**src/design/chl_pkg.sv**
```systemverilog
`timescale 1ns / 1ps

package chl_pkg;

	// Histogram geometry and number formats.
	localparam int MAX_BINS       = 16;
	localparam int BINS_LOG2_MAX  = $clog2(MAX_BINS);
	localparam int DEPTH          = MAX_BINS * MAX_BINS * MAX_BINS;
	localparam int ADDR_W         = $clog2(DEPTH);
	localparam int CNT_W          = ADDR_W + 1;
	localparam int COUNT_BITS     = 20;
	localparam int PROB_FRAC_BITS = 24;
	localparam int PROB_W         = PROB_FRAC_BITS + 1;
	localparam int RATE_W         = 17;
	localparam int SUM_W          = ADDR_W + COUNT_BITS;
	localparam int DIVD_W         = PROB_FRAC_BITS + RATE_W;
	localparam int FACT_W         = PROB_FRAC_BITS + 2;
	localparam int BINS_W         = 3;
	localparam int CH_W           = 8;
	localparam int FUNC_W         = 3;
	localparam int CFG_IDX_W      = 2;

	localparam logic [RATE_W-1:0] RATE_ONE = RATE_W'(1) << (RATE_W - 1);
	localparam logic [PROB_W-1:0] PROB_ONE = PROB_W'(1) << PROB_FRAC_BITS;
	localparam logic [FACT_W-1:0] FACT_MAX = FACT_W'(1) << (FACT_W - 1);

	// Operation codes of the func field.
	typedef logic [FUNC_W-1:0] func_t;
	localparam func_t FN_ADD_FG = 3'd0;
	localparam func_t FN_ADD_BG = 3'd1;
	localparam func_t FN_QUERY  = 3'd2;
	localparam func_t FN_UPDATE = 3'd3;
	localparam func_t FN_INIT   = 3'd4;
	localparam func_t FN_CLEAR  = 3'd5;

	// Register indexes of the configuration port.
	typedef logic [CFG_IDX_W-1:0] cfg_idx_t;
	localparam cfg_idx_t REG_BINS    = 2'd0;
	localparam cfg_idx_t REG_RATE_FG = 2'd1;
	localparam cfg_idx_t REG_RATE_BG = 2'd2;

	typedef enum logic [2:0] {
		ST_IDLE,
		ST_EXEC,
		ST_CLR,
		ST_SUM,
		ST_DIV,
		ST_BLEND,
		ST_RESP
	} state_t;

	// How one side is blended in the current pass.
	typedef struct packed {
		logic empty;
		logic rate_one;
	} blend_ctl_t;

	function automatic logic [BINS_W-1:0] eff_bins(input logic [BINS_W-1:0] b);
		logic [BINS_W-1:0] r;
		r = b;
		if (b == '0) begin
			r = BINS_W'(1);
		end else if (b > BINS_W'(BINS_LOG2_MAX)) begin
			r = BINS_W'(BINS_LOG2_MAX);
		end
		return r;
	endfunction

	function automatic logic [ADDR_W-1:0] bin_index(input logic [CH_W-1:0] c0,
			input logic [CH_W-1:0] c1, input logic [CH_W-1:0] c2,
			input logic [BINS_W-1:0] b);
		logic [3:0] s;
		logic [ADDR_W-1:0] i0;
		logic [ADDR_W-1:0] i1;
		logic [ADDR_W-1:0] i2;
		s  = 4'd8 - 4'(b);
		i0 = ADDR_W'(c0 >> s);
		i1 = ADDR_W'(c1 >> s);
		i2 = ADDR_W'(c2 >> s);
		return (i0 << (5'(b) * 5'd2)) | (i1 << b) | i2;
	endfunction

	function automatic logic [PROB_W-1:0] flat_prob(input logic [BINS_W-1:0] b);
		return PROB_ONE >> (5'(b) * 5'd3);
	endfunction

	function automatic logic [CNT_W-1:0] bin_total(input logic [BINS_W-1:0] b);
		return CNT_W'(1) << (5'(b) * 5'd3);
	endfunction

	function automatic logic [COUNT_BITS-1:0] sat_inc(input logic [COUNT_BITS-1:0] x);
		return (x == '1) ? x : x + COUNT_BITS'(1);
	endfunction

	function automatic logic [RATE_W-1:0] clamp_rate(input logic [RATE_W-1:0] r);
		return (r > RATE_ONE) ? RATE_ONE : r;
	endfunction

endpackage

```
**src/design/chl_blend.sv**
```systemverilog
`timescale 1ns / 1ps

module chl_blend import chl_pkg::*; (
	input  logic                  clk,
	input  logic [PROB_W-1:0]     h,
	input  logic [COUNT_BITS-1:0] cnt,
	input  logic [RATE_W-1:0]     keep,
	input  logic [FACT_W-1:0]     factor,
	input  blend_ctl_t            ctl,
	input  logic [PROB_W-1:0]     uniform,
	output logic [PROB_W-1:0]     new_h
);

	localparam int PH_W = PROB_W + RATE_W;
	localparam int PC_W = COUNT_BITS + FACT_W;

	logic [PH_W-1:0]   prod_h_s2;
	logic [PC_W-1:0]   prod_c_s2;
	logic [PROB_W-1:0] h_s2;
	logic [PC_W:0]     v;

	// Both products are registered before the add.
	always_ff @(posedge clk) begin
		prod_h_s2 <= PH_W'(h) * PH_W'(keep);
		prod_c_s2 <= PC_W'(cnt) * PC_W'(factor);
		h_s2      <= h;
	end

	// Decayed value plus scaled count, saturated at one.
	assign v = (PC_W + 1)'(prod_h_s2[PH_W-1:RATE_W-1]) + (PC_W + 1)'(prod_c_s2);

	always_comb begin
		if (ctl.empty) begin
			new_h = ctl.rate_one ? uniform : h_s2;
		end else if (v > (PC_W + 1)'(PROB_ONE)) begin
			new_h = PROB_ONE;
		end else begin
			new_h = v[PROB_W-1:0];
		end
	end

endmodule

```
**config.mk**
```make
export PLATFORM = sky130hd
export DESIGN_NAME = chl_blend
export DESIGN_NICKNAME = d
export VERILOG_FILES = /design/src/design/chl_pkg.sv /design/src/design/chl_blend.sv
export SDC_FILE = /design/constraint.sdc
export NUM_CORES = 2
export LEC_CHECK = 0
export ABC_CLOCK_PERIOD_IN_PS = 13200
export BUFFER_PORTS_ARGS = -buffer_cell sky130_fd_sc_hd__buf_2
export CAP_MARGIN = 20
export CELL_PAD_IN_SITES_DETAIL_PLACEMENT = 1
export CELL_PAD_IN_SITES_GLOBAL_PLACEMENT = 2
export CORE_ASPECT_RATIO = 1.25
export CORE_MARGIN = 8
export CORE_UTILIZATION = 30
export CTS_CLUSTER_DIAMETER = 150
export DETAILED_ROUTE_END_ITERATION = 10
export PLACE_DENSITY = 0.61
export SLEW_MARGIN = 15
export SYNTH_ARGS = -nofsm -noshare
export SYNTH_HDL_FRONTEND = slang
export SYNTH_SLANG_ARGS = --single-unit
```
**constraint.sdc**
```tcl
create_clock -name clk -period 13.2 [get_ports clk]
set_input_delay 1.98 -clock clk [delete_from_list [all_inputs] [get_ports clk]]
set_output_delay 1.98 -clock clk [all_outputs]
set_load 0.01 [all_outputs]
```
Yosys cells after proc, flatten, opt, wreduce, memory -nomap -nowiden
Index checks and enable logic that the tools add are counted.
{"block": "totals", "output_inout_bits": 25, "regBits": 113, "input_bits": 116, "wordCells": 10}
{"block": "classes", "mux": 3, "add_sub_neg": 1, "multipliers": 2, "n_lt_le_gt_ge": 1}
{"cell": "two-way mux 25 bit", "count": 3}
{"cell": "adder 26 x 46 -> 47 bit", "count": 1}
{"cell": "> comparator 47 x 25 -> 1 bit, second input constant", "count": 1}
{"cell": "multiplier 20 x 26 -> 46 bit", "count": 1}
{"cell": "multiplier 25 x 17 -> 42 bit", "count": 1}

Depth between registers and ports, before layout
{"block": "depth", "depth_word": 4, "mapped_depth": 27, "ltp_nobuf": 26}

Least setup slack after synthesis
No wires, ideal clock.
{"block": "synth_path", "kind": "input -> register", "from": "input port cnt[2]", "to": "register prod_c_s2[43]", "stages": 24, "setup_slack_ns": 4.643, "setup_ns": 0.072, "required_ns": 13.128, "t_arrival_ns": 8.484, "path_buffers": 1, "cell_sequence": "clkbuf_1 > and2_1 > fa_1 > fa_1 > inv_1 > fa_1 > inv_1 > fa_1 > fa_1 > fa_1 > inv_1 > fa_1 > inv_1 > ha_1 > a21o_1 > a21o_1 > a2111oi_0 > o211a_1 > a21oi_1 > o21a_1 > a221oi_1 > o21ai_0 > a221oi_1 > xnor2_1"}
{"block": "synth_between", "elab_chain_len": 1}
{"element": "start, declared", "line": "chl_blend.sv:6", "rtl": "input logic [COUNT_BITS-1:0] cnt,"}
{"element": "multiplier 20 x 26 -> 46 bit", "line": "chl_blend.sv:25", "rtl": "prod_c_s2 <= PC_W'(cnt) * PC_W'(factor);"}
{"element": "end signal, assigned", "line": "chl_blend.sv:25"}
{"element": "end, declared", "line": "chl_blend.sv:18", "rtl": "logic [PC_W-1:0] prod_c_s2;"}
No other way between the ends.

Final worst setup path
Same ends and word-level chain as after synthesis.

==> out/results.ini <==
[grt]
gr-total-overflow=0
grtUsageMet3_pct=1.39
top_usage_layer=met2
antenna_found_initial=9
grt_use_met1_pct=22.9
grt_max_degree=27
grt_pass1_wl_um=179000
grt_use_met2_pct=34.5
grt.total_usage_pct=18.4
grt_pass1_vias=29400

[route]
routed_wl_um=114000
wl_per_cell_um=21.2
avgViaCountPerCell=4.76
antenna_left=0
drc=0
dr.pass1.iters=5
drtIter0Drc=1050
vias=25700

[synth]
yosysWarnings=0
netlist_top_cells_area=fa_1, ha_1, inv_1, nand2_1, and2_1
netlist.area_leader.share_pct=44.7
syn_nets=5118
synth_ff_type=dfxtp_1
synth_top_cell_by_area=fa_1
ys_seq_area_share_pct=5.63
synth_area_um2=34500
syn_inst=3935
synth-edff-count=0
syn_avg_cell_area_um2=8.77
synthArstFlopShare_pct=0
synth-seq-cells=97
netlist-cell-type-count=82

[cts]
cts.sinks=97
postCtsSetupBuffers=0
cts.hold.buffers_added=0
clk_pin_slew_ns=0.09
htree_levels=3
cts_tree=yes
cts_resized=0
cts-root-buf=clkbuf_16
clk_path_buf_depth=2
cts_made_buffers=9

[place]
hpwl_um=93100
io_buffers=140
gp_congestion=0.817

[worst_setup_path]
criticalPathCategory=input port to flip-flop
cp-start-kind=input port
cp.required_ns=13.53
path_buf_inv=5
path_common_cell=fa_1
cp_top_family=adder cells
crit_chain=buf_2, and2_1, fa_1, fa_1, inv_1, fa_1, inv_1, fa_1, fa_1, fa_1, inv_1, fa_1, inv_1, ha_1, a21o_1, a21o_1, a2111oi_0, o211a_1, a21oi_1, o21a_1, a221oi_1, o21ai_0, a221oi_1, xnor2_1
critPathMaxFanout=26
crit_slowest_cell=a2111oi_0
worst_ep_arrival_time_ns=9.53
cpPeakStageDelay_ns=0.75
endpoint_kind=flip-flop

[finish]
num-fill-cells=13500
num_antenna_cells=0
layout_common_cells=inv_1, fa_1, nand2_1, and2_1, ha_1
drive_above_1_share_pct=5.70
final_common_cell=inv_1
nNetsFinal=5088
areaGrowthSynthToFinish_pct=6.40

[timing]
max_slew_margin_pct=27.7
fmax_mhz=109
fin_hold_ws_ns=1.95
finalMaxSlewViolations=0
period_share_pct=69.7
setup_viol=0
worst_slew_pin_slew_ns=1.08
tns_ns=0
fin_crit_ns=9.20
hold_viol_final=0
rsz0062_at_grt=false

[die]
dieArea_um2=126000
initial_utilization_pct=30.2
coreArea_um2=114000
ios=141
rows=139
die_h_um=395
fp.dieW_um=319

[run]
drv_cap=0

[outcome]
status=finished, final reports clean

[worst_hold_path]
hold_path_class=input port to flip-flop

[logic make-up (layout without fill, tap and decap cells)]
kind of cell	count (synthesis)	count (layout)	synth area share, %
AO/OA/AOI/OAI	342	342	6.77
flip-flops	97	97	5.63
XOR/XNOR	91	91	2.31
adder cells (fa/ha/maj)	1067	1067	55.4
AND/OR/NAND/NOR	1224	1224	17.0
buffers and inverters	1078	1053	11.7
multiplexers	36	36	1.14
[stage by stage]
stage                     instance area, um^2  util, %  std cells  worst slack [ns]
after CTS                               36700     32.1       5390              3.88
after detailed placement                36400     31.8       5374              3.44
after global placement                  36400     31.8       5374              3.51
after global routing                    36700     32.1       5390              3.60
final                                   36700     32.1       5390              4.00
after floorplan                         34500        -       3935              4.64
[synth_stat cells, drive strengths merged, types with 26 or more instances]
master,number
o21ai,69
xor2,34
and2,360
nor2,60
xnor2,57
a21o,47
clkbuf,184
dfxtp,97
fa,771
nand4,26
nand2,667
mux2,27
a21oi,92
inv,886
ha,296
[worst paths after layout]
check / cells past startpoint / end / slack, ns / start
min: 1 / h_s2[24] / 1.95 / h[24]
max: 24 / prod_c_s2[43] / 4.00 / cnt[2]
[layer usage]
layer  up-vias  share of wire, %
li1      11700                 -
met5         -                 0
met3        84               2.4
met2       364                53
met4         0               1.9
met1     13500                43
[flip-flops by register name, summed over array words and instances, names as in the netlist]
signal and flops:
h_s2 25, prod_h_s2 26, prod_c_s2 46
[layout make-up]
type	instances	area (um^2)	share of cell area (%)
clock inverters	7	78.8	0.215
well taps	1480	1850	5.04
flip-flops and latches	97	1940	5.29
clock buffers	9	225	0.613
inverters	886	3330	9.05
repair buffers	151	783	2.13
multi-input cells	2760	28500	77.7
Power is left out: the tool's default activity adds up to more than one toggle a clock period on the data nets, which glitch-free logic cannot reach.
