## config.mk

```make
export PLATFORM = sky130hd
export DESIGN_NAME = chl_ram
export DESIGN_NICKNAME = d
export VERILOG_FILES = /design/src/design/chl_ram.sv
export SDC_FILE = /design/constraint.sdc
export NUM_CORES = 1
export LEC_CHECK = 0
export BUFFER_PORTS_ARGS = -buffer_cell sky130_fd_sc_hd__buf_2
export CELL_PAD_IN_SITES_DETAIL_PLACEMENT = 1
export CELL_PAD_IN_SITES_GLOBAL_PLACEMENT = 2
export CORE_ASPECT_RATIO = 1.1
export CORE_UTILIZATION = 48
export DETAILED_ROUTE_END_ITERATION = 8
export GPL_ROUTABILITY_DRIVEN = 0
export PLACE_DENSITY_LB_ADDON = 0.12
export RECOVER_POWER = 50
export SLEW_MARGIN = 20
export SYNTH_ARGS = -nofsm -noshare
export SYNTH_HDL_FRONTEND = slang
export SYNTH_SLANG_ARGS = --single-unit
```

## constraint.sdc

```tcl
create_clock -name clk -period 2.3 [get_ports clk]
set_clock_uncertainty 0.15 [all_clocks]
set_input_delay 0.23 -clock clk [delete_from_list [all_inputs] [get_ports clk]]
set_output_delay 0.23 -clock clk [all_outputs]
set_load 0.05 [all_outputs]
```

## src/design/chl_ram.sv

```systemverilog
`timescale 1ns / 1ps

module chl_ram #(
	parameter int WIDTH = 8,
	parameter int DEPTH = 16
) (
	input  logic                     clk,
	input  logic                     we,
	input  logic [$clog2(DEPTH)-1:0] waddr,
	input  logic [WIDTH-1:0]         wdata,
	input  logic                     re,
	input  logic [$clog2(DEPTH)-1:0] raddr,
	output logic [WIDTH-1:0]         rdata
);

	logic [WIDTH-1:0] mem [DEPTH];

	// One write port, one registered read port; read data holds between reads.
	always_ff @(posedge clk) begin
		if (we) begin
			mem[waddr] <= wdata;
		end
		if (re) begin
			rdata <= mem[raddr];
		end
	end

endmodule

```

# Yosys cells after proc, flatten, opt, wreduce, memory -nomap -nowiden
# Memory sizes are Yosys's and may differ from the RTL's. A register that Yosys moved wholly into a read port is not among the register bits.
# Cells that the tools add are included.
# W data, S select, Z words.
totals:
  register_bits: 0
  mem_bits_rw: 128
  input_bits: 19
  output_inout_bits: 8
  n_memories: 1
op_classes:
  muxes: 2
mem_list:
  columns: ["memory", "words", "width", "rd", "rd_ports_with_merged_regs", "write_ports", "line", "rtl"]
  rows:
  - ["mem", 16, 8, 1, 1, 1, "16", "logic [WIDTH-1:0] mem [DEPTH];"]
op_table:
  columns: ["op", "count"]
  rows:
  - ["$mux W1", 2]

# Longest topological paths before layout
# Gate-level depths: netlist (run 1).
depth:
  depth_word: 2
  depth_mapped: 5

# Worst setup path before layout (run 1)
# OpenSTA, ideal clock, no wires.
synth_path:
  path_kind: "in2reg"
  startpoint: "in waddr[2]"
  endpoint: "mem mem[0][0] (enable)"
  setup_ns: 0.383
  arrival_time_ns: 1.340
  slack_ns: 0.427
  path_stages: 2
  cell_sequence: "or3b_2 nor3_1"
synth_lines:
  columns: ["item", "line", "rtl"]
  rows:
  - ["start, declared", "9", "input logic [$clog2(DEPTH)-1:0] waddr,"]
  - ["end, declared", "16", null]
# No word-level cell before the write port.

==> metrics list, run 1 <==
- STA classifies the critical path endpoint as a flop.
- Effective utilization at floorplan: 0.498
* Post-synth top area cell: edfxtp_1
* Port Buffers: 26
- Mean instance size in the synthesized netlist: 22.8 sq um
- Maximum fanout along the worst path: 1
* Register-to-Register Path Depth: 3
- Total number of yosys warnings: 0
* End of the worst register-to-register path: rdata[6]
- Num CTS Buffers: 17
- Clock-pin slew was measured on the worst setup and hold paths at 0.06 ns.
* Leading cell types in the layout, fill and taps excluded: 136 x edfxtp_1, 18 x mux4_2, 17 x clkbuf_16, 17 x buf_4
- The library cell used most frequently in the layout, excluding fill and tap cells, is edfxtp_1.
- Data on the critical path is required at its endpoint by 2.30 ns.
- Once placement completed, the tool counted placed cells totaling 409.
- The synthesized design contains 136 register bits.
- Worst hold margin: 0.171 ns
* Placeable core region: 0.0105 sq mm
- Final setup fails: 0
* Area growth from synthesis to layout: 19.8%
- The detailed router finished its first iteration with 117 violations.
- Flop pwr share: 0.469
- In the global route stage, overall resource usage came out at 0.214.
- Counting every net in the synthesized netlist gives 248.
- The final-report hold violation count is 0.
- The final route contains 2511 vias.
- For this run, design rule violations remaining after detail routing come to 0.
* Achievable frequency: 584 MHz
- Counting along the longest clock path gives a buffer depth of 2.
* Post-detailed-route count of antenna-violating nets: 0
- Dividing the detail-routed wire length by the instance count gives 24.5 um.
- For this design the static power due to leakage is 2.10 nW.
- Layout cells sized above 1: 0.285
- STA classifies the critical path startpoint as a flop.
* Max_cap viols: 0
- Of the total power, the share spent switching nets is 0.197.
- Hold path startpoint: re
* Floorplan die width: 102 um
- Antenna diodes: 0
- Worst min-delay path endpoint: rdata[1]
- Final nets: 304
- The number of hold buffers added after CTS was 0.
- For flop-to-flop paths, the worst setup slack is 0.59 ns.
- The die covers 0.0113 sq mm.
- Final Util: 0.597
- Post-synthesis instance total: 229
- Number of stages on the worst hold path: 1
* Final instance count without filler cells: 441
- Post-CTS timing repair inserted 0 buffers for setup.
- During I/O placement, the number of pins put on the boundary was 27.
- Dividing the final minimum period by the clock period gives 0.745.
- Worst-Skew Late Latency: 0.42 ns
- Critical path type: reg2reg
* Total negative setup slack: 0 ns
- CTS sink count: 136
- Of the post-synthesis cell area, the dominant cell type holds 0.781.
- Path category of the worst min-delay check: in2reg
- Entering global routing, the biggest net connects 33 pins.
* Resized Gates After CTS: 0
- TritonCTS built the clock tree.
- The H-tree generated during clock tree synthesis spans 4 levels.
- The floorplan has 39 rows.
- After synthesis, the netlist uses 18 different library cells.
- Measured against its own limit, the worst slew margin works out to 0.456.
- Wires add up to 10800 um.
- Ranked by total cell area, the synthesized netlist is headed by edfxtp_1 78%, mux4_2 7.8%, mux4_1 7.0%, a22oi_1 2.3%, nor2_1 0.93%.
- Pint: 0.00481 W
- Average vias per placed instance: 5.69
- Initial antenna violation count: 0
- Critical R2R Launch: mem[3][6]
- Least-Margin Pin Slew: 0.815 ns
- For the worst setup path, the data arrival time is 1.72 ns.
* Synthesized area: 0.00523 sq mm
* Dpl hpwl: 6860 um
- Measured along the y axis, the die boundary spans 111 um.
- Across the VDD grid, the largest voltage drop is 0.000523 V.
* Unrepaired setup endpoints after global routing: no
* Switching power of the nets: 0.00118 W
- The signal on the critical path passes through mux4_2 > a22oi_1 > nand2_1.
* Pre-Repair DR Iteration Count: 4
- Power Density: 957 mW/mm^2
* Cell with the biggest individual delay on the critical path: mux4_2
- Total gr overflow: 0
- Clk network pwr share: 0.481
- Seq/Total Area, Yosys: 0.781
* Vias in the first global route: 2705
* Global-route wire length before repair: 16400 um
* Root buffer selected by CTS: clkbuf_16
* Result of the run: complete, no violations
- Largest incremental delay on the critical path: 0.48 ns
* Combinational Power Share: 0.050
- Final-report max-slew violation count: 0
- For the finished layout, the period the worst path requires is 1.71 ns.
worst max path at each step:
stage,from,endpoint,cells after the start
3_3_place_gp,raddr[0],rdata[2],5
2_1_floorplan,waddr[2],mem[0][0],2
4_1_cts,mem[3][6],rdata[6],3
6_report,mem[3][6],rdata[6],3
3_5_place_dp,raddr[0],rdata[6],5
5_1_grt,mem[1][0],rdata[0],3
cell usage after synthesis:
cell and number:
nor2_1 13, nand2_1 9, buf_2 3, nand2b_1 2
nor2b_1 1, buf_6 3, mux4_2 18, a22oi_1 16
nor3_1 4, nand3b_1 2, clkdlybuf4s25_2 3, nand3_1 1
buf_4 1, and2b_1 1, and2_1 1, mux4_1 14
or3b_2 1, edfxtp_1 136
cell type report:
| type | instances | area [sq um] |
|---|---|---|
| Clock buffer | 17 | 425 |
| Clock inverter | 15 | 208 |
| Fill cell | 901 | 4230 |
| Multi-Input combinational cell | 83 | 1060 |
| Sequential cell | 136 | 4080 |
| Tap cell | 143 | 179 |
| Timing Repair Buffer | 47 | 309 |
metal layers:
metal	global-route usage	share of wire	routed length (um)
met5	0	0	0
met1	0.280	0.43	4620
met4	0.0870	0.016	178
met2	0.350	0.52	5630
met3	0.0433	0.037	396
power by group through the flow:
stage                     logic (W)  clock network (W)  registers [W]
after global placement     0.000301                  0        0.00286
after detailed placement   0.000308                  0        0.00286
after global routing       0.000324            0.00299        0.00281
after CTS                  0.000310            0.00292        0.00281
after floorplan            0.000141                  0        0.00290
final                      0.000301            0.00288        0.00281
critical path, delay by kind of cell (launching register included):
kind | cells | cell delay, ns
simple gates | 1 | 0.11
compound gates | 1 | 0.36
mux | 1 | 0.48
flops | 1 | 0.36
cells by family after synthesis:
logic type	after synthesis	synth area share
buffers and inverters	10	0.0165
and+or+nand+nor	35	0.0314
muxes	32	0.148
DFF	136	0.781
AOI/OAI and AO/OA	16	0.0230
sequential cells by signal, indices dropped and copies added, names as in the netlist:
name,flops
mem,128
rdata,8
per-stage QoR:
stage	power, W	worst slack [ns]	area (sq um)
5_1_grt	0.00613	0.555	6260
6_report	0.00599	0.588	6260
2_1_floorplan	0.00304	0.427	5230
3_5_place_dp	0.00317	0.337	5650
3_3_place_gp	0.00316	0.369	5650
4_1_cts	0.00604	0.562	6280
(Power assumes the default switching activity.)
==> run 2, diff against run 1 <==
==> constraint.sdc (replaced) <==
create_clock -name clk -period 1.8 [get_ports clk]
set_clock_uncertainty 0.15 [all_clocks]
set_input_delay 0.18 -clock clk [delete_from_list [all_inputs] [get_ports clk]]
set_output_delay 0.18 -clock clk [all_outputs]
set_load 0.05 [all_outputs]
==> run 2 against run 1 <==
Against the previous run:
- wire length grew 0.53%
- clock-buffer cell count is the same
- via count grew 0.44%
- highest routed layer unchanged
- fmax grew 2.5%
- first-iteration DRC count grew 26%
- combinational power grew 34%
- setup slack lost 0.46 ns
- register-to-register slack lost 0.46 ns
==> metrics list, run 2 (same netlist as run 1, synthesis figures left out) <==
- Starting DRT DRC Count: 147
* Clk network pwr share: 0.485
- Maximum clock path buffer count: 2
* Least setup slack across all paths after layout: 0.129 ns
- Routed via count: 2522
* Leading cell type in the layout, fill and taps excluded: edfxtp_1
* CTS tree: done
- The number of global-route vias before repair was 2734.
* Switching power of the nets: 0.00157 W
- The final-report hold violation count came to 0.
* Area taken by flip-flops and latches: 0.00408 sq mm
- At the end of the flow the core is filled with cells to 0.604.
- The worst setup path is captured at a flop.
* Met2 demand-to-capacity share in global routing: 0.343
* Largest incremental delay on the critical path: 0.56 ns
- Traced cell by cell, the critical path runs through mux4_1 > a22oi_1 > nand2_1.
- CTS saw 136 sinks.
- Antenna diodes: 0
- After clock tree synthesis, the clock-pin slew on the worst setup and hold paths is 0.06 ns.
- Dividing the final minimum period by the clock period gives 0.929.
- The net count of the finished layout is 311.
- Initial antenna violation count: 0
* Average vias per placed instance: 5.63
* Total gr overflow: 0
- Once detail routing completed, the nets flagged for antenna violations numbered 0.
* Site Rows: 39
* Family with the most delay on the worst path: multiplexers
- After global routing, the most crowded layer is met2.
- Dpl hpwl: 7120 um
- Startpoint types: flop
- Timing would allow up to 598 MHz.
- I/O pin total: 27
* Die H: 111 um
* Unrepaired setup endpoints after global routing: no
- Global-route wire length before repair: 16300 um
* Average wire length per cell after detail routing: 24.3 um
- Endpoint required time on the critical path: 1.81 ns
* Effective utilization at floorplan: 0.498
- At the pin with the least slew margin, the transition time is 0.832 ns.
- Post-placement cell count: 414
* Placeable core region: 0.0105 sq mm
- In the final layout, the multi-input gates occupy 0.00106 sq mm.
- Place WS: -0.223 ns
- The H-tree was split into 4 levels.
* Worst-case headroom to the max-slew limit: 0.445
- Path category of the worst min-delay check: in2reg
* Area growth from synthesis to layout: 21.2%
- The flow ran to the end, and the final reports show no timing, DRC or antenna violations.
* Number of stages on the worst hold path: 1
- Setup violations remaining at the end of the flow were counted as 0.
- The worst path needs 1.67 ns of the cycle, external delays included.
- In this run the power density over the cells is 1220 mW/mm^2.
* Final-report max-slew violation count: 0
- Leading cell types in the layout, fill and taps excluded: 136 x edfxtp_1, 19 x buf_4, 18 x mux4_2, 18 x buf_2, 17 x clkbuf_16
- Critical path type: reg2reg
- The tree is rooted in a clkbuf_16.
* Post-CTS Hold Buffers: 2
- Post-place instance area: 0.00569 sq mm
- mem holds more flip-flops than any other register.
* Number of flip-flops in the largest register: 128
* Logic depth of the worst path, buffers included: 3
* Summed area of non-filler cells in the final layout: 0.00633 sq mm
- Floorplan die width: 102 um
- Endpoint arrival time on the critical path: 1.68 ns
* Lkg Pwr: 2.13 nW
- The tool flagged a number of max-cap violations equal to 0.
- The filler cells instantiated in the layout total 882.
- Pint: 0.00618 W
* Met1 Use GR: 0.289
- Num CTS Buffers: 17
* Worst hold margin: 0.164 ns
- Wire length reported by the detailed router: 10900 um
- Resized Gates After CTS: 0
- Buffers plus inverters on the worst setup path: 0
- Met3 usage: 0.0621
- For this run, design rule violations remaining after detail routing come to 0.
- Die area: 0.0113 sq mm
- Worst-Skew Late Latency: 0.42 ns
* Port Buffers: 26
- Of the total power, combinational logic draws 0.052.
- Register-to-Register Path Depth: 3
- In the final layout, the share of cells above drive strength 1 is 0.302.
- The largest registers in the layout are mem x128, rdata x8.
- Of the total power, the share spent switching nets is 0.202.
- Pre-Repair DR Iteration Count: 5
- The worst-case IR drop observed on VDD is 0.000597 V.
- For this run, the total global-route usage over all layers was measured as 0.215.
* Pin count of the biggest net entering global routing: 27
- Maximum fanout along the worst path: 1
- Post-CTS timing repair inserted 0 buffers for setup.
- Final instance count without filler cells: 448
- Cell with the biggest individual delay on the critical path: mux4_1
- Flop pwr share: 0.463
==> run 2: worst paths after layout <==
path	start	end	slack (ns)
min	wdata[3]	mem[14][3]	0.16
max reg2reg	mem[5][1]	rdata[1]	0.13
max	mem[5][1]	rdata[1]	0.13
min reg2reg	mem[15][1]	rdata[1]	0.61
==> run 2: layer usage <==
| layer | wire (um) | vias to the layer above | part of all wire |
|---|---|---|---|
| met5 | 0 | - | 0 |
| met1 | 4630 | 1334 | 0.43 |
| met3 | 583 | 12 | 0.054 |
| met2 | 5560 | 72 | 0.51 |
| li1 | - | 1104 | - |
| met4 | 99 | 0 | 0.0091 |
==> run 2: worst register-to-register path, cell delays in order, from the launching register on <==
cell	delay (ns)
edfxtp_1	0.35
mux4_1	0.56
a22oi_1	0.28
nand2_1	0.09
==> run 2: cell type report <==
cell class / instances / share of cell area
clock inverters: 15 / 0.0356
repair buffers: 54 / 0.0565
flip-flops and latches: 136 / 0.645
well taps: 143 / 0.0282
clock buffers: 17 / 0.0672
multi-input cells: 83 / 0.168
==> run 2: metrics by stage <==
step | setup TNS (ns) | total power (W)
global route | 0 | 0.00795
detailed placement | -1.12 | 0.00407
global placement | -0.925 | 0.00405
finish | 0 | 0.00775
floorplan | 0 | 0.00388
CTS | 0 | 0.00781
==> run 2: power groups by stage <==
stage	Sequential (W)	Clock, W	Combinational (W)
2_1_floorplan	0.00370	0	0.000180
3_3_place_gp	0.00365	0	0.000398
6_report	0.00359	0.00376	0.000402
4_1_cts	0.00359	0.00380	0.000416
3_5_place_dp	0.00366	0	0.000410
5_1_grt	0.00360	0.00392	0.000434
