### config.mk
export PLATFORM = sky130hd
export DESIGN_NAME = chl_div
export DESIGN_NICKNAME = d
export VERILOG_FILES = /design/src/design/chl_pkg.sv /design/src/design/chl_div.sv
export SDC_FILE = /design/constraint.sdc
export NUM_CORES = 1
export LEC_CHECK = 0
export ABC_AREA = 1
export BUFFER_PORTS_ARGS = -buffer_cell sky130_fd_sc_hd__buf_2
export CAP_MARGIN = 5
export CORE_MARGIN = 5
export CORE_UTILIZATION = 40
export DETAILED_ROUTE_END_ITERATION = 6
export RECOVER_POWER = 25
export SLEW_MARGIN = 20
export SYNTH_ARGS = -nofsm -noshare
export SYNTH_HDL_FRONTEND = slang
export SYNTH_SLANG_ARGS = --single-unit
export TNS_END_PERCENT = 20
### constraint.sdc
create_clock -name clk -period 2.6 [get_ports clk]
set_clock_uncertainty 0.05 [all_clocks]
set_input_delay 0.39 -clock clk [delete_from_list [all_inputs] [get_ports clk]]
set_output_delay 0.39 -clock clk [all_outputs]
set_load 0.05 [all_outputs]
### src/design/chl_pkg.sv
`timescale 1ns / 1ps

package chl_pkg;

	// Histogram geometry and number formats.
	localparam int MAX_BINS       = 16;
	localparam int BINS_LOG2_MAX  = $clog2(MAX_BINS);
	localparam int DEPTH          = MAX_BINS * MAX_BINS * MAX_BINS;
	localparam int ADDR_W         = $clog2(DEPTH);
	localparam int CNT_W          = ADDR_W + 1;
	localparam int COUNT_BITS     = 20;
	localparam int PROB_FRAC_BITS = 24;
	localparam int PROB_W         = PROB_FRAC_BITS + 1;
	localparam int RATE_W         = 17;
	localparam int SUM_W          = ADDR_W + COUNT_BITS;
	localparam int DIVD_W         = PROB_FRAC_BITS + RATE_W;
	localparam int FACT_W         = PROB_FRAC_BITS + 2;
	localparam int BINS_W         = 3;
	localparam int CH_W           = 8;
	localparam int FUNC_W         = 3;
	localparam int CFG_IDX_W      = 2;

	localparam logic [RATE_W-1:0] RATE_ONE = RATE_W'(1) << (RATE_W - 1);
	localparam logic [PROB_W-1:0] PROB_ONE = PROB_W'(1) << PROB_FRAC_BITS;
	localparam logic [FACT_W-1:0] FACT_MAX = FACT_W'(1) << (FACT_W - 1);

	// Operation codes of the func field.
	typedef logic [FUNC_W-1:0] func_t;
	localparam func_t FN_ADD_FG = 3'd0;
	localparam func_t FN_ADD_BG = 3'd1;
	localparam func_t FN_QUERY  = 3'd2;
	localparam func_t FN_UPDATE = 3'd3;
	localparam func_t FN_INIT   = 3'd4;
	localparam func_t FN_CLEAR  = 3'd5;

	// Register indexes of the configuration port.
	typedef logic [CFG_IDX_W-1:0] cfg_idx_t;
	localparam cfg_idx_t REG_BINS    = 2'd0;
	localparam cfg_idx_t REG_RATE_FG = 2'd1;
	localparam cfg_idx_t REG_RATE_BG = 2'd2;

	typedef enum logic [2:0] {
		ST_IDLE,
		ST_EXEC,
		ST_CLR,
		ST_SUM,
		ST_DIV,
		ST_BLEND,
		ST_RESP
	} state_t;

	// How one side is blended in the current pass.
	typedef struct packed {
		logic empty;
		logic rate_one;
	} blend_ctl_t;

	function automatic logic [BINS_W-1:0] eff_bins(input logic [BINS_W-1:0] b);
		logic [BINS_W-1:0] r;
		r = b;
		if (b == '0) begin
			r = BINS_W'(1);
		end else if (b > BINS_W'(BINS_LOG2_MAX)) begin
			r = BINS_W'(BINS_LOG2_MAX);
		end
		return r;
	endfunction

	function automatic logic [ADDR_W-1:0] bin_index(input logic [CH_W-1:0] c0,
			input logic [CH_W-1:0] c1, input logic [CH_W-1:0] c2,
			input logic [BINS_W-1:0] b);
		logic [3:0] s;
		logic [ADDR_W-1:0] i0;
		logic [ADDR_W-1:0] i1;
		logic [ADDR_W-1:0] i2;
		s  = 4'd8 - 4'(b);
		i0 = ADDR_W'(c0 >> s);
		i1 = ADDR_W'(c1 >> s);
		i2 = ADDR_W'(c2 >> s);
		return (i0 << (5'(b) * 5'd2)) | (i1 << b) | i2;
	endfunction

	function automatic logic [PROB_W-1:0] flat_prob(input logic [BINS_W-1:0] b);
		return PROB_ONE >> (5'(b) * 5'd3);
	endfunction

	function automatic logic [CNT_W-1:0] bin_total(input logic [BINS_W-1:0] b);
		return CNT_W'(1) << (5'(b) * 5'd3);
	endfunction

	function automatic logic [COUNT_BITS-1:0] sat_inc(input logic [COUNT_BITS-1:0] x);
		return (x == '1) ? x : x + COUNT_BITS'(1);
	endfunction

	function automatic logic [RATE_W-1:0] clamp_rate(input logic [RATE_W-1:0] r);
		return (r > RATE_ONE) ? RATE_ONE : r;
	endfunction

endpackage

### src/design/chl_div.sv
`timescale 1ns / 1ps

module chl_div import chl_pkg::*; (
	input  logic              clk,
	input  logic              arst_n,
	input  logic              start,
	input  logic [DIVD_W-1:0] dividend,
	input  logic [SUM_W-1:0]  divisor,
	output logic              busy,
	output logic [DIVD_W-1:0] quotient
);

	localparam int STEP_W = $clog2(DIVD_W + 1);

	logic [SUM_W-1:0]  rem_q;
	logic [DIVD_W-1:0] quo_q;
	logic [STEP_W-1:0] step_q;
	logic              busy_q;
	logic [SUM_W:0]    trial;
	logic              fits;

	// Restoring division, one quotient bit per cycle.
	assign trial = {rem_q, quo_q[DIVD_W-1]};
	assign fits  = trial >= {1'b0, divisor};

	always_ff @(posedge clk or negedge arst_n) begin
		if (!arst_n) begin
			busy_q <= 1'b0;
			step_q <= '0;
		end else if (start) begin
			busy_q <= 1'b1;
			step_q <= STEP_W'(DIVD_W);
		end else if (busy_q) begin
			step_q <= step_q - STEP_W'(1);
			if (step_q == STEP_W'(1)) begin
				busy_q <= 1'b0;
			end
		end
	end

	always_ff @(posedge clk) begin
		if (start) begin
			rem_q <= '0;
			quo_q <= dividend;
		end else if (busy_q) begin
			rem_q <= fits ? SUM_W'(trial - {1'b0, divisor}) : SUM_W'(trial);
			quo_q <= {quo_q[DIVD_W-2:0], fits};
		end
	end

	assign busy     = busy_q;
	assign quotient = quo_q;

	// A new division is started only when the last one has finished.
	a_start_idle: assert property (@(posedge clk) disable iff (!arst_n)
		start |-> !busy_q) else $error("divider restarted while busy");

endmodule

Word-level counts from Yosys, hierarchy flattened
Index checks and enable logic that the tools add are counted.
{"block": "totals", "regBits": 80, "in_bits": 76, "elab_cells": 17}
{"block": "op_classes", "addsub": 2, "n_lt_le_gt_ge": 1, "n_eq_ne": 1, "n_mux": 8, "n_reduce_logical": 1}
{"op": "41-bit two-way mux", "count": 2}
{"op": "33-bit by 32-bit greater-or-equal comparator with 1-bit output", "count": 1}
{"op": "32-bit two-way mux", "count": 1}
{"op": "32-bit subtractor", "count": 1}
{"op": "6-bit two-way mux", "count": 2}
{"op": "6-bit by 1-bit == test with 1-bit output (second input constant)", "count": 1}
{"op": "6-bit by 1-bit subtractor with 6-bit output (second input constant)", "count": 1}
{"op": "1-bit two-way mux", "count": 3}
{"op": "2-bit nonzero test", "count": 1}

Logic depth before layout (Yosys ltp)
{"block": "depth", "ltp_word": 4, "depth_mapped": 16}

Worst setup path after synthesis
Ideal clock, no wire load.
{"block": "synth_path", "path_type": "reg-to-reg", "startpoint": "reg busy_q, in the netlist busy", "endpoint": "reg quo_q[0], in the netlist quotient[0], enable pin", "arrival_ns": 2.316, "t_required_ns": 2.127, "setup_slack_ns": -0.189, "path_stages_with_launch": 4, "n_path_buf": 1, "path_cell_list": "dfrtp_1 > nor2_1 > inv_1 > clkbuf_1"}
{"block": "synth_between", "elab_chain_cells": 1}
{"item": "from (decl)", "line": "chl_div.sv:18", "source": "logic busy_q;"}
{"item": "from (signal assigned)", "line": "chl_div.sv:28", "source": "busy_q <= 1'b0;"}
{"item": "from (signal assigned)", "line": "chl_div.sv:31", "source": "busy_q <= 1'b1;"}
{"item": "from (signal assigned)", "line": "chl_div.sv:36", "source": "busy_q <= 1'b0;"}
{"item": "2-bit nonzero test (no source line)"}
{"item": "to (signal assigned)", "line": "chl_div.sv:44", "source": "quo_q <= dividend;"}
{"item": "to (signal assigned)", "line": "chl_div.sv:47", "source": "quo_q <= {quo_q[DIVD_W-2:0], fits};"}
{"item": "to (decl)", "line": "chl_div.sv:16", "source": "logic [DIVD_W-1:0] quo_q;"}
No other way between the ends.
A chain may end at the register's enable or synchronous reset.

Final worst setup path
{"block": "layout_path", "startpoint": "reg quo_q[40], in the netlist quotient[40]", "endpoint": "reg rem_q[24]"}
{"block": "layout_between", "elab_chain_cells": 2}
{"item": "32-bit subtractor or 33-bit by 32-bit greater-or-equal comparator with 1-bit output (tied branches)", "line": "chl_div.sv:46, chl_div.sv:24"}
{"item": "32-bit two-way mux (*)", "line": "chl_div.sv:46", "source": "rem_q <= fits ? SUM_W'(trial - {1'b0, divisor}) : SUM_W'(trial);"}
{"item": "to (signal assigned)", "line": "chl_div.sv:46"}
{"item": "to (decl)", "line": "chl_div.sv:15", "source": "logic [SUM_W-1:0] rem_q;"}
Mark *: on every way between the ends. The rest lies on a longest branch, timed or not.

==> impl_metrics.csv <==
group,metric,value,unit
clock_network,cts_buffer_depth,2,
place,finalWeightedCongestion,0.9178,
grt,grt_pass1_wl,28060,µm
synth,synth_most_common_cell,"nand2_1",
clock_network,cts_max_level,3,
cells_and_area,area_delta_synth_final,18.73,%
floorplan,ioPinCount,118,
worst_setup_path,worstPathMaxFanout,3,
clock_network,cts_root_buf,"clkbuf_16",
timing,fin_crit_sh,0.8954,
clock_network,clkTransAtPathRegs,70,ps
drt,totalWireLength,17100,µm
worst_setup_path,critPathMostFrequentCell,"nand2_1",
clock_network,cts_inserted_buffers,9,
cells_and_area,diodes,0,
drt,first_iter_violations,362,
worst_setup_path,crit_family,"simple AND/OR/NAND/NOR gates",
place,place_ws,157.9,ps
floorplan,die_area,0.01811,mm²
place,place_hpwl,13210,µm
synth,synthFlopType,"edfxtp_1",
clock_network,postCtsSetupBuffers,0,
drt,avgViaCountPerCell,4.687,
timing,slew_violations,0,
grt,overflow,0,
floorplan,die_w,134.6,µm
synth,ys.warnings.count,0,
worst_setup_path,required,2800,ps
drt,final_antenna_net_count,0,
drt,vias,6032,
synth,synth_area_leaders,"nand2_1 26%, edfxtp_1 20%, inv_1 11%",
clock_network,clock_latency,350,ps
place,numPortBuffers,117,
drt,wl_per_cell,13.29,µm
worst_setup_path,cpMaxStageDelayCell,"fa_1",
status,outcome,"finished, final reports clean",
floorplan,core-area,0.01520,mm²
timing,fin_tns_setup,0,ps
synth,synth.largest_area_cell,"nand2_1",
worst_setup_path,worstPathArrival,2530,ps
synth,avgSynthCellArea,6.353,µm²
worst_setup_path,startpoint_type,"flip-flop",
timing,rsz0062_at_grt,"no",
synth,syn-num-nets,1088,
grt,antenna_found_initial,0,
hold_path,hold_class,"input port to flip-flop",
cells_and_area,drive_gt1_frac,0.1529,
synth,synth_common_cells,"422 x nand2_1, 178 x inv_1, 75 x nand3_1",
synth,syn_inst,977,
clock_network,ctsResizeCount,0,
timing,layout_min_cycle_time,2328,ps
worst_setup_path,end_kind,"flip-flop",
worst_setup_path,cp_num_buf_inv,2,
grt,grtUsageTotal,0.1907,
worst_setup_path,max_stage_delay,420,ps
cells_and_area,final_nets,1205,
cells_and_area,layout.cells.non_filler,1287,
synth,netlist_area,0.006207,mm²
place,dpl.cell_count,1270,
timing,worst_pin_slew,1221,ps
synth,synth-edff-count,41,
timing,max_slew_margin,0.1854,
synth,async_flop_share,0.08750,
flow_run,drv_cap,0,
timing,setup_ws,272.0,ps
clock_network,tritoncts,"yes",
timing,clock.fmax,429.5,MHz
worst_setup_path,crit_chain,"inv_1 -> ha_1 -> fa_1 -> inv_1 -> nand3_1 -> nand3_1 -> nand2_1 -> nand3_1 -> nand2_1 -> nand3_1 -> nand2_1 -> nand2_1 -> nand2_1 -> nand3_1 -> nand2_1",
synth,synth-seq-cells,80,
drt,drc,0,
floorplan,rows,45,
worst_setup_path,crit_type,"flip-flop to flip-flop",
grt,grt_pass1_vias,5765,
synth,synth_top_area_frac,0.2552,
synth,ys_types,37,
floorplan,die_h,134.6,µm
drt,first_pass_iters,5,
timing,setup_viol,0,
power,p_per_area,995.8,mW/mm²
power,vdd_drop_max,0.5092,mV
floorplan,start_util,0.4083,
power,p_leak,0.004240,µW
timing,finalHoldViolations,0,
grt,grt_max_degree,41,
synth,seq_area_frac_synth,0.3298,
clock_network,cts_sinks,80,
==> path summary, 6_finish.rpt <==
kind	from	to	slack, ps	cells after the start
worst max-delay path	quotient[40]	rem_q[24]	270	15
worst min-delay path	dividend[27]	quotient[27]	260	3
worst max register to register	quotient[40]	rem_q[24]	270	15
worst min register to register	rem_q[26]	rem_q[26]	420	2
max in group asynchronous	arst_n	step_q[2]	1760	2
min in group asynchronous	arst_n	step_q[1]	450	2
==> worst register-to-register path, cell delays in order, from the launching register on <==
cell      delay, ps
edfxtp_1        340
inv_1            60
ha_1            210
fa_1            420
inv_1           110
nand3_1          80
nand3_1         150
nand2_1          80
nand3_1         190
nand2_1         150
nand3_1          90
nand2_1          50
nand2_1          70
nand2_1          50
nand3_1          80
nand2_1          50
==> power breakdown <==
part / switching, µW / total, µW / internal [µW] / leakage [µW]
Clock: 586 / 1440 / 852 / 0.000150
Combinational: 2640 / 4070 / 1430 / 0.00330
Sequential: 186 / 1830 / 1640 / 0.000793
Total: 3410 / 7340 / 3930 / 0.00424
==> area by class of cell <==
class                           count  area (µm²)
Fill cell                        1691        7833
Multi-Input combinational cell    693        3351
Sequential cell                    80        2047
Timing Repair Buffer              130       733.2
Inverter                          180       675.6
Tap cell                          188       235.2
Clock buffer                        9       225.2
Clock inverter                      7       102.6
==> sequential cells by signal (all words and copies together) (netlist names) <==
register,cells
quotient,41
rem_q,32
step_q,6
busy,1
==> timing repair <==
action / CTS / global route
hold buffers: 1 / 0
hold endpoints to repair: 7 / 0
setup endpoints to repair: 0 / 0
==> cells by family (layout without fill, tap and decap cells) <==
group	after synthesis	after routing	share of synthesized area
xor+xnor	14	14	0.01975
simple gates	596	596	0.4062
compound gates	48	48	0.04173
flops	80	80	0.3298
fa+ha+maj	35	35	0.07176
buf+inv	204	326	0.1308
==> per-layer routing <==
metal	vias to the layer above	GRT usage	wire length, µm
li1	3229	-	-
met1	2686	0.2587	8272
met2	103	0.3209	7874
met3	14	0.02757	710
met4	0	0.04751	246
met5	-	0	0
==> cells in the final DEF (no fill, tap or decap), types with 2 or more instances in the layout <==
cell and n:
nand2_1 422, inv_1 178, buf_2 115, nand3_1 75, nor2_1 44, edfxtp_1 41
ha_1 34, dfxtp_1 32, nand3b_1 22, a21oi_1 20, o21ai_1 14, xnor2_1 13
clkbuf_16 9, nor2_2 8, buf_4 8, o21ai_0 7, dfrtp_1 7, nand2_2 5
nor3_1 5, nand3_2 4, buf_12 4, clkinvlp_4 3, o21ai_2 2, nor4_1 2
inv_2 2, nand2_4 2, and2_1 2, nand4_1 2, bufinv_16 2, clkbuf_1 2
==> through the flow <==
step           power (µW)  hold slack (ps)    util  cell area [µm²]
6_report             7339            262.2  0.4848             7370
5_1_grt              8057            259.9  0.4848             7370
4_1_cts              7394            248.8  0.4849             7372
3_5_place_dp         5922            187.4  0.4627             7034
3_3_place_gp         5904            183.2  0.4627             7034
2_1_floorplan        5028            44.41       -             6208
No activity file was read; power rests on OpenSTA's default activity.
